$ cat src/hw/rtl/vrw_pkg.sv
// vrw_pkg: shared types and constants for the velocity ramp with command watchdog
// no dependencies; imported by vrw_ramp and the top level
`default_nettype none

package vrw_pkg;

  localparam int unsigned VelW   = 25;  // signed velocity width
  localparam int unsigned MaxW   = 24;  // configured maxima
  localparam int unsigned RampW  = 20;  // acceleration register
  localparam int unsigned TimeW  = 16;  // timeout and elapsed ms
  localparam int unsigned IdleW  = 17;  // idle counter, holds 65536
  localparam int unsigned StepW  = 25;  // saturated ramp step
  localparam int unsigned ProdW  = RampW + TimeW;
  localparam int unsigned CfgIdxW = 2;
  localparam int unsigned CfgDatW = 24;

  localparam logic [MaxW-1:0]  VelLimit = MaxW'(10000000);
  localparam logic [IdleW-1:0] IdleSat  = IdleW'(65536);

  // configuration register indexes
  localparam logic [CfgIdxW-1:0] CfgMaxLinear = 2'd0;
  localparam logic [CfgIdxW-1:0] CfgMaxTurn   = 2'd1;
  localparam logic [CfgIdxW-1:0] CfgRampRate  = 2'd2;
  localparam logic [CfgIdxW-1:0] CfgTimeout   = 2'd3;

  // configuration reset values
  localparam logic [MaxW-1:0]  RstMaxLinear = MaxW'(500000);
  localparam logic [MaxW-1:0]  RstMaxTurn   = MaxW'(1000000);
  localparam logic [RampW-1:0] RstRampRate  = RampW'(1000);
  localparam logic [TimeW-1:0] RstTimeout   = TimeW'(500);

  typedef enum logic [1:0] {
    OpCommand = 2'd0,
    OpTick    = 2'd1,
    OpReset   = 2'd2
  } opcode_e;

  // motion codes
  localparam logic [2:0] MotionStop     = 3'd0;
  localparam logic [2:0] MotionForward  = 3'd1;
  localparam logic [2:0] MotionBackward = 3'd2;
  localparam logic [2:0] MotionLeft     = 3'd3;
  localparam logic [2:0] MotionRight    = 3'd4;

endpackage

`default_nettype wire

$ cat src/hw/rtl/velocity_ramp_with_command_watchdog.sv
// an accepted tick item gives its result via the input stage, then the result stage
// one item per cycle while no tick stalls; command, reset and unused items give no result
// the ramp step (ramp rate times elapsed ms) is multiplied in the input stage
// a full result register that is not taken stalls only a tick waiting behind it
// rst_ni clears all motion state and restores the configuration reset values
`default_nettype none

module velocity_ramp_with_command_watchdog
  import vrw_pkg::*;
(
  input  logic                   clk_i,
  input  logic                   rst_ni,
  // configuration writes
  input  logic                   cfg_we_i,
  input  logic [CfgIdxW-1:0]     cfg_idx_i,
  input  logic [CfgDatW-1:0]     cfg_wdata_i,
  // input items
  input  logic                   in_valid_i,
  output logic                   in_ready_o,
  input  logic [1:0]             opcode_i,
  input  logic [2:0]             motion_code_i,
  input  logic [TimeW-1:0]       elapsed_ms_i,
  // result items
  output logic                   out_valid_o,
  input  logic                   out_ready_i,
  output logic signed [VelW-1:0] linear_speed_o,
  output logic signed [VelW-1:0] turn_rate_o,
  output logic                   forced_stop_o
);

  // configuration registers
  logic [MaxW-1:0]  max_lin_q, max_turn_q;
  logic [RampW-1:0] ramp_rate_q;
  logic [TimeW-1:0] timeout_q;

  always_ff @(posedge clk_i or negedge rst_ni) begin
    if (!rst_ni) begin
      max_lin_q   <= RstMaxLinear;
      max_turn_q  <= RstMaxTurn;
      ramp_rate_q <= RstRampRate;
      timeout_q   <= RstTimeout;
    end else if (cfg_we_i) begin
      case (cfg_idx_i)
        CfgMaxLinear: max_lin_q   <= cfg_wdata_i[MaxW-1:0];
        CfgMaxTurn:   max_turn_q  <= cfg_wdata_i[MaxW-1:0];
        CfgRampRate:  ramp_rate_q <= cfg_wdata_i[RampW-1:0];
        CfgTimeout:   timeout_q   <= cfg_wdata_i[TimeW-1:0];
        default: ;
      endcase
    end
  end

  // handshake control
  logic in_acc;
  logic out_free;
  logic s1_adv;
  logic s1_tick;
  logic res_load;

  // input stage
  logic             s1_valid_q;
  logic [1:0]       s1_op_q;
  logic [2:0]       s1_code_q;
  logic [TimeW-1:0] s1_dt_q;
  logic [StepW-1:0] s1_step_q;

  // elapsed zero counts as one ms
  logic [TimeW-1:0] dt_eff;
  logic [ProdW-1:0] step_prod;
  logic [StepW-1:0] step_d;

  always_comb begin
    dt_eff    = (elapsed_ms_i == '0) ? TimeW'(1) : elapsed_ms_i;
    step_prod = ProdW'(ramp_rate_q) * ProdW'(dt_eff);
    // any step at or beyond 2^25 exceeds every possible velocity gap
    step_d    = (|step_prod[ProdW-1:StepW]) ? '1 : step_prod[StepW-1:0];
  end

  assign out_free   = !out_valid_o || out_ready_i;
  assign s1_tick    = (s1_op_q == OpTick);
  assign s1_adv     = s1_valid_q && (!s1_tick || out_free);
  assign res_load   = s1_adv && s1_tick;
  assign in_ready_o = !s1_valid_q || s1_adv;
  assign in_acc     = in_valid_i && in_ready_o;

  always_ff @(posedge clk_i or negedge rst_ni) begin
    if (!rst_ni) begin
      s1_valid_q <= 1'b0;
    end else if (in_ready_o) begin
      s1_valid_q <= in_valid_i;
    end
  end

  always_ff @(posedge clk_i) begin
    if (in_acc) begin
      s1_op_q   <= opcode_i;
      s1_code_q <= motion_code_i;
      s1_dt_q   <= dt_eff;
      s1_step_q <= step_d;
    end
  end

  // motion state
  logic [2:0]            active_q, active_d;
  logic signed [VelW-1:0] lin_q, lin_d;
  logic signed [VelW-1:0] ang_q, ang_d;
  logic [IdleW-1:0]      idle_q, idle_d;

  // tick datapath
  logic [IdleW:0]         idle_sum;
  logic [IdleW-1:0]       idle_new;
  logic                   trip;
  logic [2:0]             motion_eff;
  logic [MaxW-1:0]        lin_mag, ang_mag;
  logic signed [VelW-1:0] tgt_lin, tgt_ang;
  logic signed [VelW-1:0] lin_next, ang_next;

  always_comb begin
    idle_sum = {1'b0, idle_q} + (IdleW+1)'(s1_dt_q);
    idle_new = (idle_sum > {1'b0, IdleSat}) ? IdleSat : idle_sum[IdleW-1:0];
    // watchdog trips only on a command other than stop
    trip     = (idle_new > IdleW'(timeout_q)) && (active_q != MotionStop);
    motion_eff = trip ? MotionStop : active_q;

    lin_mag = (max_lin_q > VelLimit) ? VelLimit : max_lin_q;
    ang_mag = (max_turn_q > VelLimit) ? VelLimit : max_turn_q;

    tgt_lin = '0;
    tgt_ang = '0;
    case (motion_eff)
      MotionForward:  tgt_lin = $signed({1'b0, lin_mag});
      MotionBackward: tgt_lin = -$signed({1'b0, lin_mag});
      MotionLeft:     tgt_ang = $signed({1'b0, ang_mag});
      MotionRight:    tgt_ang = -$signed({1'b0, ang_mag});
      default: ;  // stop and undefined codes aim at zero
    endcase
  end

  vrw_ramp u_ramp_lin (
    .now_i    (lin_q),
    .target_i (tgt_lin),
    .step_i   (s1_step_q),
    .next_o   (lin_next)
  );

  vrw_ramp u_ramp_ang (
    .now_i    (ang_q),
    .target_i (tgt_ang),
    .step_i   (s1_step_q),
    .next_o   (ang_next)
  );

  // state update per item kind
  always_comb begin
    active_d = active_q;
    lin_d    = lin_q;
    ang_d    = ang_q;
    idle_d   = idle_q;
    if (s1_adv) begin
      case (s1_op_q)
        OpCommand: begin
          active_d = s1_code_q;
          idle_d   = '0;
        end
        OpTick: begin
          active_d = motion_eff;
          lin_d    = lin_next;
          ang_d    = ang_next;
          idle_d   = idle_new;
        end
        OpReset: begin
          active_d = MotionStop;
          lin_d    = '0;
          ang_d    = '0;
          idle_d   = '0;
        end
        default: ;  // unused opcode leaves everything alone
      endcase
    end
  end

  always_ff @(posedge clk_i or negedge rst_ni) begin
    if (!rst_ni) begin
      active_q <= MotionStop;
      lin_q    <= '0;
      ang_q    <= '0;
      idle_q   <= '0;
    end else begin
      active_q <= active_d;
      lin_q    <= lin_d;
      ang_q    <= ang_d;
      idle_q   <= idle_d;
    end
  end

  // result register
  logic out_valid_q, out_valid_d;

  always_comb begin
    if (res_load) begin
      out_valid_d = 1'b1;
    end else if (out_ready_i) begin
      out_valid_d = 1'b0;
    end else begin
      out_valid_d = out_valid_q;
    end
  end

  always_ff @(posedge clk_i or negedge rst_ni) begin
    if (!rst_ni) begin
      out_valid_q <= 1'b0;
    end else begin
      out_valid_q <= out_valid_d;
    end
  end

  always_ff @(posedge clk_i) begin
    if (res_load) begin
      linear_speed_o <= lin_next;
      turn_rate_o    <= ang_next;
      forced_stop_o  <= trip;
    end
  end

  assign out_valid_o = out_valid_q;

  // a forced stop leaves the stored command at stop
  a_trip_stops: assert property (@(posedge clk_i) disable iff (!rst_ni)
    res_load && trip |=> active_q == MotionStop)
    else $error("forced stop did not clear the command");

  // a tick leaving the input stage always shows up as a result
  a_tick_result: assert property (@(posedge clk_i) disable iff (!rst_ni)
    res_load |=> out_valid_o)
    else $error("tick result lost");

  // velocities stay inside the saturation range
  a_vel_range: assert property (@(posedge clk_i) disable iff (!rst_ni)
    lin_q <= $signed({1'b0, VelLimit}) && lin_q >= -$signed({1'b0, VelLimit}) &&
    ang_q <= $signed({1'b0, VelLimit}) && ang_q >= -$signed({1'b0, VelLimit}))
    else $error("velocity out of range");

  // idle counter never passes its saturation value
  a_idle_sat: assert property (@(posedge clk_i) disable iff (!rst_ni)
    idle_q <= IdleSat)
    else $error("idle counter overflow");

endmodule

`default_nettype wire

$ cat src/hw/rtl/vrw_ramp.sv
// vrw_ramp: moves one velocity toward its target by at most one step
// depends on vrw_pkg
`default_nettype none

module vrw_ramp
  import vrw_pkg::*;
(
  input  logic signed [VelW-1:0]  now_i,
  input  logic signed [VelW-1:0]  target_i,
  input  logic        [StepW-1:0] step_i,
  output logic signed [VelW-1:0]  next_o
);

  logic signed [VelW:0] diff;
  logic        [VelW:0] mag;
  logic signed [VelW:0] moved;

  always_comb begin
    diff  = {target_i[VelW-1], target_i} - {now_i[VelW-1], now_i};
    mag   = diff[VelW] ? (VelW+1)'(-diff) : (VelW+1)'(diff);
    if (diff[VelW]) begin
      moved = {now_i[VelW-1], now_i} - $signed({1'b0, step_i});
    end else begin
      moved = {now_i[VelW-1], now_i} + $signed({1'b0, step_i});
    end
    // snap when within one step
    if (mag <= {1'b0, step_i}) begin
      next_o = target_i;
    end else begin
      next_o = moved[VelW-1:0];
    end
  end

endmodule

`default_nettype wire
$ cat config.mk
export PLATFORM = sky130hd
export DESIGN_NAME = velocity_ramp_with_command_watchdog
export DESIGN_NICKNAME = d
export VERILOG_FILES = /design/src/hw/rtl/vrw_pkg.sv /design/src/hw/rtl/velocity_ramp_with_command_watchdog.sv /design/src/hw/rtl/vrw_ramp.sv
export SDC_FILE = /design/constraint.sdc
export NUM_CORES = 2
export LEC_CHECK = 0
export BUFFER_PORTS_ARGS = -buffer_cell sky130_fd_sc_hd__buf_2
export CORE_ASPECT_RATIO = 2
export CORE_MARGIN = 3
export CORE_UTILIZATION = 40
export DETAILED_ROUTE_END_ITERATION = 10
export PLACE_DENSITY = 0.58
export SLEW_MARGIN = 20
export SYNTH_ARGS = -nofsm -noshare
export SYNTH_HDL_FRONTEND = slang
export SYNTH_SLANG_ARGS = --single-unit
$ cat constraint.sdc
create_clock -name clk_i -period 15.1 [get_ports clk_i]
set_clock_uncertainty 0.2 [all_clocks]
set_input_delay 0.755 -clock clk_i [delete_from_list [all_inputs] [get_ports clk_i]]
set_output_delay 0.755 -clock clk_i [all_outputs]
set_load 0.1 [all_outputs]
# --- After elaboration in Yosys (flattened, before gate mapping) ---
# Index checks and enable logic that the tools add are counted.
classes:
  n_addsub: 11
  multipliers: 1
  n_lt_le_gt_ge: 6
  eq_ne: 9
  muxes: 19
  n_reduce_logical: 27
ops:
  columns: ["cell", "count"]
  rows:
  - ["25-bit case mux with 2 select lines", 4]
  - ["25-bit 2-to-1 mux", 4]
  - ["26-bit by 25-bit less-or-equal comparator with 1-bit output", 2]
  - ["26-bit 2-to-1 mux", 2]
  - ["26-bit negator", 2]
  - ["25-bit by 25-bit subtractor with 26-bit output", 2]
  - ["25-bit adder", 2]
  - ["24-bit negator with 25-bit output", 2]
  - ["25-bit subtractor", 2]
  - ["24-bit > comparator (second input constant)", 2]
  - ["24-bit 2-to-1 mux", 2]
  - ["20-bit by 16-bit multiplier with 36-bit output", 1]
  - ["17-bit case mux with 2 select lines", 1]
  - ["17-bit by 16-bit adder with 18-bit output", 1]
  - ["18-bit by 17-bit > comparator with 1-bit output (second input constant)", 1]
  - ["17-bit by 16-bit > comparator with 1-bit output", 1]
  - ["17-bit 2-to-1 mux", 1]
  - ["16-bit zero test", 1]
  - ["16-bit 2-to-1 mux", 1]
  - ["2-bit AND reduction", 7]
  - ["11-bit OR reduction", 1]
  - ["3-bit case mux with 3 select lines", 1]
  - ["2-bit == test (second input constant)", 3]
  - ["3-bit by 2-bit == test with 1-bit output (second input constant)", 2]
  - ["other kinds (12)", 25]
word_totals:
  reg_bits: 253
  inputBits: 52

# --- Longest topological paths before layout ---
logic_depth:
  depth_word: 14
  depth_mapped: 47
  mapped_depth_nobuf: 44

# --- Cells and area by module ---
# Synthesis repeated with hierarchy kept, for this count alone.
unflattened:
  hier_cells: 3662
  hier_area_um2: 32601.3
modules_own_cells:
  columns: ["mod", "instances", "cells_per_inst", "area_each_um2"]
  rows:
  - ["velocity_ramp_with_command_watchdog", 1, 2420, 23334.9]
  - ["vrw_ramp", 2, 621, 4633.2]

# --- Worst setup path before layout ---
# Ideal clock, no wire load.
synth_timing:
  path_type: "register to register"
  start: "reg s1_dt_q[0]"
  end: "reg ang_q[11]"
  arrival_time_ns: 10.327
  required_ns: 14.779
  slack_ns: 4.452
  path_stages_with_launch: 46
  n_path_buf: 3
  synth_period_minus_slack_ns: 10.648
  cell_sequence: "edfxtp_1 -> ha_1 -> fa_1 -> a211oi_1 -> o21bai_1 -> a21oi_1 -> xnor2_1 -> or3_1 -> a2111oi_0 -> nand4b_1 -> o41ai_1 -> and3_1 -> ha_1 -> a21o_1 -> a21o_1 -> a21oi_1 -> o311ai_0 -> o21ai_1 -> (+10 left out) -> o2111ai_1 -> or3_1 -> nor3_1 -> or4b_2 -> o21ai_0 -> xnor2_1 -> ha_1 -> a21o_1 -> a21o_1 -> a21oi_1 -> o311a_1 -> o21ai_0 -> o21ai_0 -> a221oi_1 -> a41oi_4 -> buf_6 -> mux2_4 -> a22o_1"
synth_via:
  elab_chain_len: 14
synth_rtl:
  columns: ["item", "line_no", "rtl"]
  rows:
  - ["start: declaration", "velocity_ramp_with_command_watchdog.sv:64", "logic [TimeW-1:0] s1_dt_q;"]
  - ["start signal: assignment", "velocity_ramp_with_command_watchdog.sv:98", "s1_dt_q <= dt_eff;"]
  - ["17-bit by 16-bit adder with 18-bit output *", "velocity_ramp_with_command_watchdog.sv:119", "idle_sum = {1'b0, idle_q} + (IdleW+1)'(s1_dt_q);"]
  - ["18-bit by 17-bit > comparator with 1-bit output", "velocity_ramp_with_command_watchdog.sv:120", "idle_new = (idle_sum > {1'b0, IdleSat}) ? IdleSat : idle_sum[IdleW-1:0];"]
  - ["17-bit 2-to-1 mux *", "velocity_ramp_with_command_watchdog.sv:120", null]
  - ["17-bit by 16-bit > comparator with 1-bit output *", "velocity_ramp_with_command_watchdog.sv:122", "trip = (idle_new > IdleW'(timeout_q)) && (active_q != MotionStop);"]
  - ["1-bit logical AND *", "velocity_ramp_with_command_watchdog.sv:122", null]
  - ["3-bit 2-to-1 mux *", "velocity_ramp_with_command_watchdog.sv:123", "motion_eff = trip ? MotionStop : active_q;"]
  - ["3-bit == test or 3-bit by 2-bit == test with 1-bit output (tied branches)", "velocity_ramp_with_command_watchdog.sv:130", "case (motion_eff)"]
  - ["25-bit case mux with 2 select lines *", "velocity_ramp_with_command_watchdog.sv:130", null]
  - ["25-bit by 25-bit subtractor with 26-bit output", "vrw_ramp.sv:19", "diff = {target_i[VelW-1], target_i} - {now_i[VelW-1], now_i};"]
  - ["26-bit negator", "vrw_ramp.sv:20", "mag = diff[VelW] ? (VelW+1)'(-diff) : (VelW+1)'(diff);"]
  - ["26-bit 2-to-1 mux", "vrw_ramp.sv:20", null]
  - ["26-bit by 25-bit less-or-equal comparator with 1-bit output", "vrw_ramp.sv:27", "if (mag <= {1'b0, step_i}) begin"]
  - ["25-bit 2-to-1 mux *", "vrw_ramp.sv:27", null]
  - ["via ang_next[11]", "velocity_ramp_with_command_watchdog.sv:116", "logic signed [VelW-1:0] lin_next, ang_next;"]
  - ["25-bit case mux with 2 select lines *", "velocity_ramp_with_command_watchdog.sv:160", "case (s1_op_q)"]
  - ["end signal: assignment", "velocity_ramp_with_command_watchdog.sv:191", "ang_q <= ang_d;"]
  - ["end: declaration", "velocity_ramp_with_command_watchdog.sv:106", "logic signed [VelW-1:0] ang_q, ang_d;"]
# Mark *: on every way through the listed nets, which the timed path passes. The rest lies on a longest branch.
# A chain may end at the register's enable or synchronous reset.

# --- Final worst setup path ---
layout_timing:
  start: "reg s1_dt_q[0]"
  end: "reg lin_q[24]"
layout_via:
  elab_chain_len: 14
layout_rtl:
  columns: ["item", "line_no", "rtl"]
  rows:
  - ["17-bit by 16-bit adder with 18-bit output *", "velocity_ramp_with_command_watchdog.sv:119", null]
  - ["18-bit by 17-bit > comparator with 1-bit output", "velocity_ramp_with_command_watchdog.sv:120", null]
  - ["17-bit 2-to-1 mux *", "velocity_ramp_with_command_watchdog.sv:120", null]
  - ["17-bit by 16-bit > comparator with 1-bit output *", "velocity_ramp_with_command_watchdog.sv:122", null]
  - ["1-bit logical AND *", "velocity_ramp_with_command_watchdog.sv:122", null]
  - ["3-bit 2-to-1 mux *", "velocity_ramp_with_command_watchdog.sv:123", null]
  - ["3-bit by 2-bit == test with 1-bit output or 3-bit by 1-bit == test with 1-bit output (tied branches)", "velocity_ramp_with_command_watchdog.sv:130", null]
  - ["25-bit case mux with 2 select lines *", "velocity_ramp_with_command_watchdog.sv:130", null]
  - ["25-bit by 25-bit subtractor with 26-bit output", "vrw_ramp.sv:19", null]
  - ["26-bit negator", "vrw_ramp.sv:20", null]
  - ["26-bit 2-to-1 mux", "vrw_ramp.sv:20", null]
  - ["26-bit by 25-bit less-or-equal comparator with 1-bit output", "vrw_ramp.sv:27", null]
  - ["25-bit 2-to-1 mux *", "vrw_ramp.sv:27", null]
  - ["via lin_next[24]", "velocity_ramp_with_command_watchdog.sv:116", null]
  - ["25-bit case mux with 2 select lines *", "velocity_ramp_with_command_watchdog.sv:160", null]
  - ["end signal: assignment", "velocity_ramp_with_command_watchdog.sv:190", "lin_q <= lin_d;"]
  - ["end: declaration", "velocity_ramp_with_command_watchdog.sv:105", "logic signed [VelW-1:0] lin_q, lin_d;"]
# Marked as above.

==> metrics <==
vias in the first global route=28620; most used cell, CP=ha_1; Clk Latency, worst-skew pair=0.61 ns; fraction of layout cells with a size suffix above 1=10.76%; Final min period=13.75 ns; startpoint types=flip-flop; die area=84010 um^2; Seq/Total Area, Yosys=21.31%; hold endpoint=s1_op_q[0]$_DFFE_PP_; Placed Area=33620 um^2; crit path kind=reg2reg; outcome=complete, no violations; Slew HR=24.70%; chip width=206.5 um; routed wl met2=60.12 mm; Core Area=79460 um^2; final setup fails=0; remaining antenna violation count=0; DR WL/cell=24.13 um; drt via density=5.819; Initial DRC Count=1541; reg2reg setup slack=1.35 ns; instance count of the mapped netlist=3585; Hold WS=0.1361 ns; vias=27060; RSZ-0062 raised after global routing=false; fin. max-slew vios=0; H-tree depth=1; max-cap violations=0; #FFs+latches synth=253; syn nets=4189; Tightest Pin Transition=1.121 ns; critical path's slowest cell=a2111oi_0; gp weighted congestion=0.9851; Net count, final=4197; worst hold start=opcode_i[0]; # placed instances=4598; drt pass-1 iters=5; Fin. Hold Viols=0; initial antenna violation count=1; Mapped Area=32150 um^2; fmax=72.75 MHz; grt total ovfl=0; largest net degree at the start of global routing=63; Max clock buf depth=3; diodes inserted=0; Worst EP arrival=14.02 ns; Non-Filler Instances=4650; share of the synthesized area in the top cell type=15.88%; depth of the most critical reg-to-reg path=42; Synth area leader=fa_1; commonest non-fill, non-tap cell in the layout=inv_1; Port Buffer Count=104; die height=406.9 um; Crit Path Max Fanout=27; top_reg_cell synth=dfrtp_1; WHS Path Cells=1; Root Driver=clkbuf_16; fin area=34550 um^2; Post-synth ARST share=61.66%; DRC Markers=0; synth unique cells=98; cts bufs inserted=27; M1 WL=35.98 mm; Reg-to-Reg Start=s1_dt_q[0]$_DFFE_PP_; hold crit path type=in2reg; IO Count=105; area delta synth->final=7.481%; DP HPWL=89.24 mm; GR Util All Layers=26.85%; WL final=112.2 mm; CP Capture Type=flip-flop; initial core utilization=40.45%; Clock Pin Slew Worst Setup and Hold Paths=0.07 ns; row count=146; YS warnings=0; main area contributors after synthesis=fa_1, ha_1, dfrtp_1, edfxtp_1, inv_1; setup TNS=0 ns; Reg-to-Reg End=lin_q[24]$_DFFE_PN0P_; met3 wire length=3.988 mm; Post-synth EDFFs=97; WP data required=15.38 ns; Avg Inst Size Synth=8.967 um^2; Final period util=91.03%; TritonCTS clock tree=yes; clock sink total=253; Critical Path Max Stage Delay=0.89 ns; Max Used Layer=met5; first-pass GRT wire length=168.9 mm; most frequent cells in the layout=inv_1, nand2_1, ha_1
[what timing repair did]
action	CTS	global route
endpoints found under the hold margin	40	0
setup endpoints to repair	0	0
setup buffers	0	0
hold buffers	1	0
resized for setup	0	0
[logic make-up after synthesis]
family | synth area share (%)
mux | 5.087
buf+inv | 7.127
compound gates | 16.15
fa+ha+maj | 27.44
xor+xnor | 5.585
flops | 21.31
simple gates | 17.30
[through the flow]
| stage | setup slack, ns | utilization [%] |
|---|---|---|
| 5_1_grt | 0.4140 | 43.48 |
| 3_3_place_gp | 1.588 | 42.31 |
| 6_report | 1.354 | 43.48 |
| 2_1_floorplan | 4.452 | - |
| 3_5_place_dp | 1.582 | 42.31 |
| 4_1_cts | 1.529 | 43.44 |
[synthesized netlist by cell type, types with 91 or more instances]
cell type and n:
and2_1 204, mux2_2 91, dfrtp_1 130, a21oi_1 169, inv_1 440, o21ai_0 133, xnor2_1 142, nor2_1 184
fa_1 255, nand2_1 303, ha_1 297, clkbuf_1 149, edfxtp_1 97
[final cells by class]
class                           instances  area, um^2
Clock buffer                           40       774.5
Fill cell                            8101       44910
Inverter                              440        1652
Multi-Input combinational cell       2732       23080
Timing Repair Buffer                  139       789.5
Clock inverter                         10       110.1
Tap cell                             1036        1296
Sequential cell                       253        6849
[sequential cells by signal, indices dropped and copies added, names as in the netlist]
name            flops
out_valid_o         1
s1_step_q          25
s1_code_q           3
timeout_q          16
forced_stop_o       1
turn_rate_o        25
s1_op_q             2
lin_q              25
s1_valid_q          1
max_lin_q          24
linear_speed_o     25
max_turn_q         24
s1_dt_q            16
active_q            3
idle_q             17
ang_q              25
ramp_rate_q        20
[worst max path at each step]
stage	start	endpoint	slack [ns]	cells past startpoint
floorplan	s1_dt_q[0]$_DFFE_PP_	ang_q[11]$_DFFE_PN0P_	4.45	45
global placement	s1_dt_q[0]$_DFFE_PP_	lin_q[24]$_DFFE_PN0P_	1.59	42
detailed placement	s1_dt_q[0]$_DFFE_PP_	lin_q[24]$_DFFE_PN0P_	1.58	42
CTS	s1_dt_q[0]$_DFFE_PP_	lin_q[24]$_DFFE_PN0P_	1.53	42
global route	s1_dt_q[0]$_DFFE_PP_	lin_q[24]$_DFFE_PN0P_	0.41	42
finish	s1_dt_q[0]$_DFFE_PP_	lin_q[24]$_DFFE_PN0P_	1.35	42
[critical path: cells and delay by family, from the launching register on]
| kind | cells | cell delay (ns) |
|---|---|---|
| AND/OR/NAND/NOR | 9 | 2.25 |
| flip-flops | 1 | 0.37 |
| adder cells (fa/ha/maj) | 5 | 1.62 |
| XOR/XNOR | 3 | 0.32 |
| multiplexers | 1 | 0.28 |
| buffers and inverters | 1 | 0.33 |
| AO/OA/AOI/OAI | 23 | 8.21 |
[metal layers]
| metal | vias to the layer above | GRT usage, % |
|---|---|---|
| li1 | 12360 | - |
| met3 | 394 | 3.098 |
| met1 | 13530 | 24.55 |
| met2 | 768 | 51.21 |
| met4 | 2 | 23.06 |
| met5 | - | 0 |
Power is left out: the tool's default activity adds up to more than one toggle a clock period on the data nets, which glitch-free logic cannot reach.
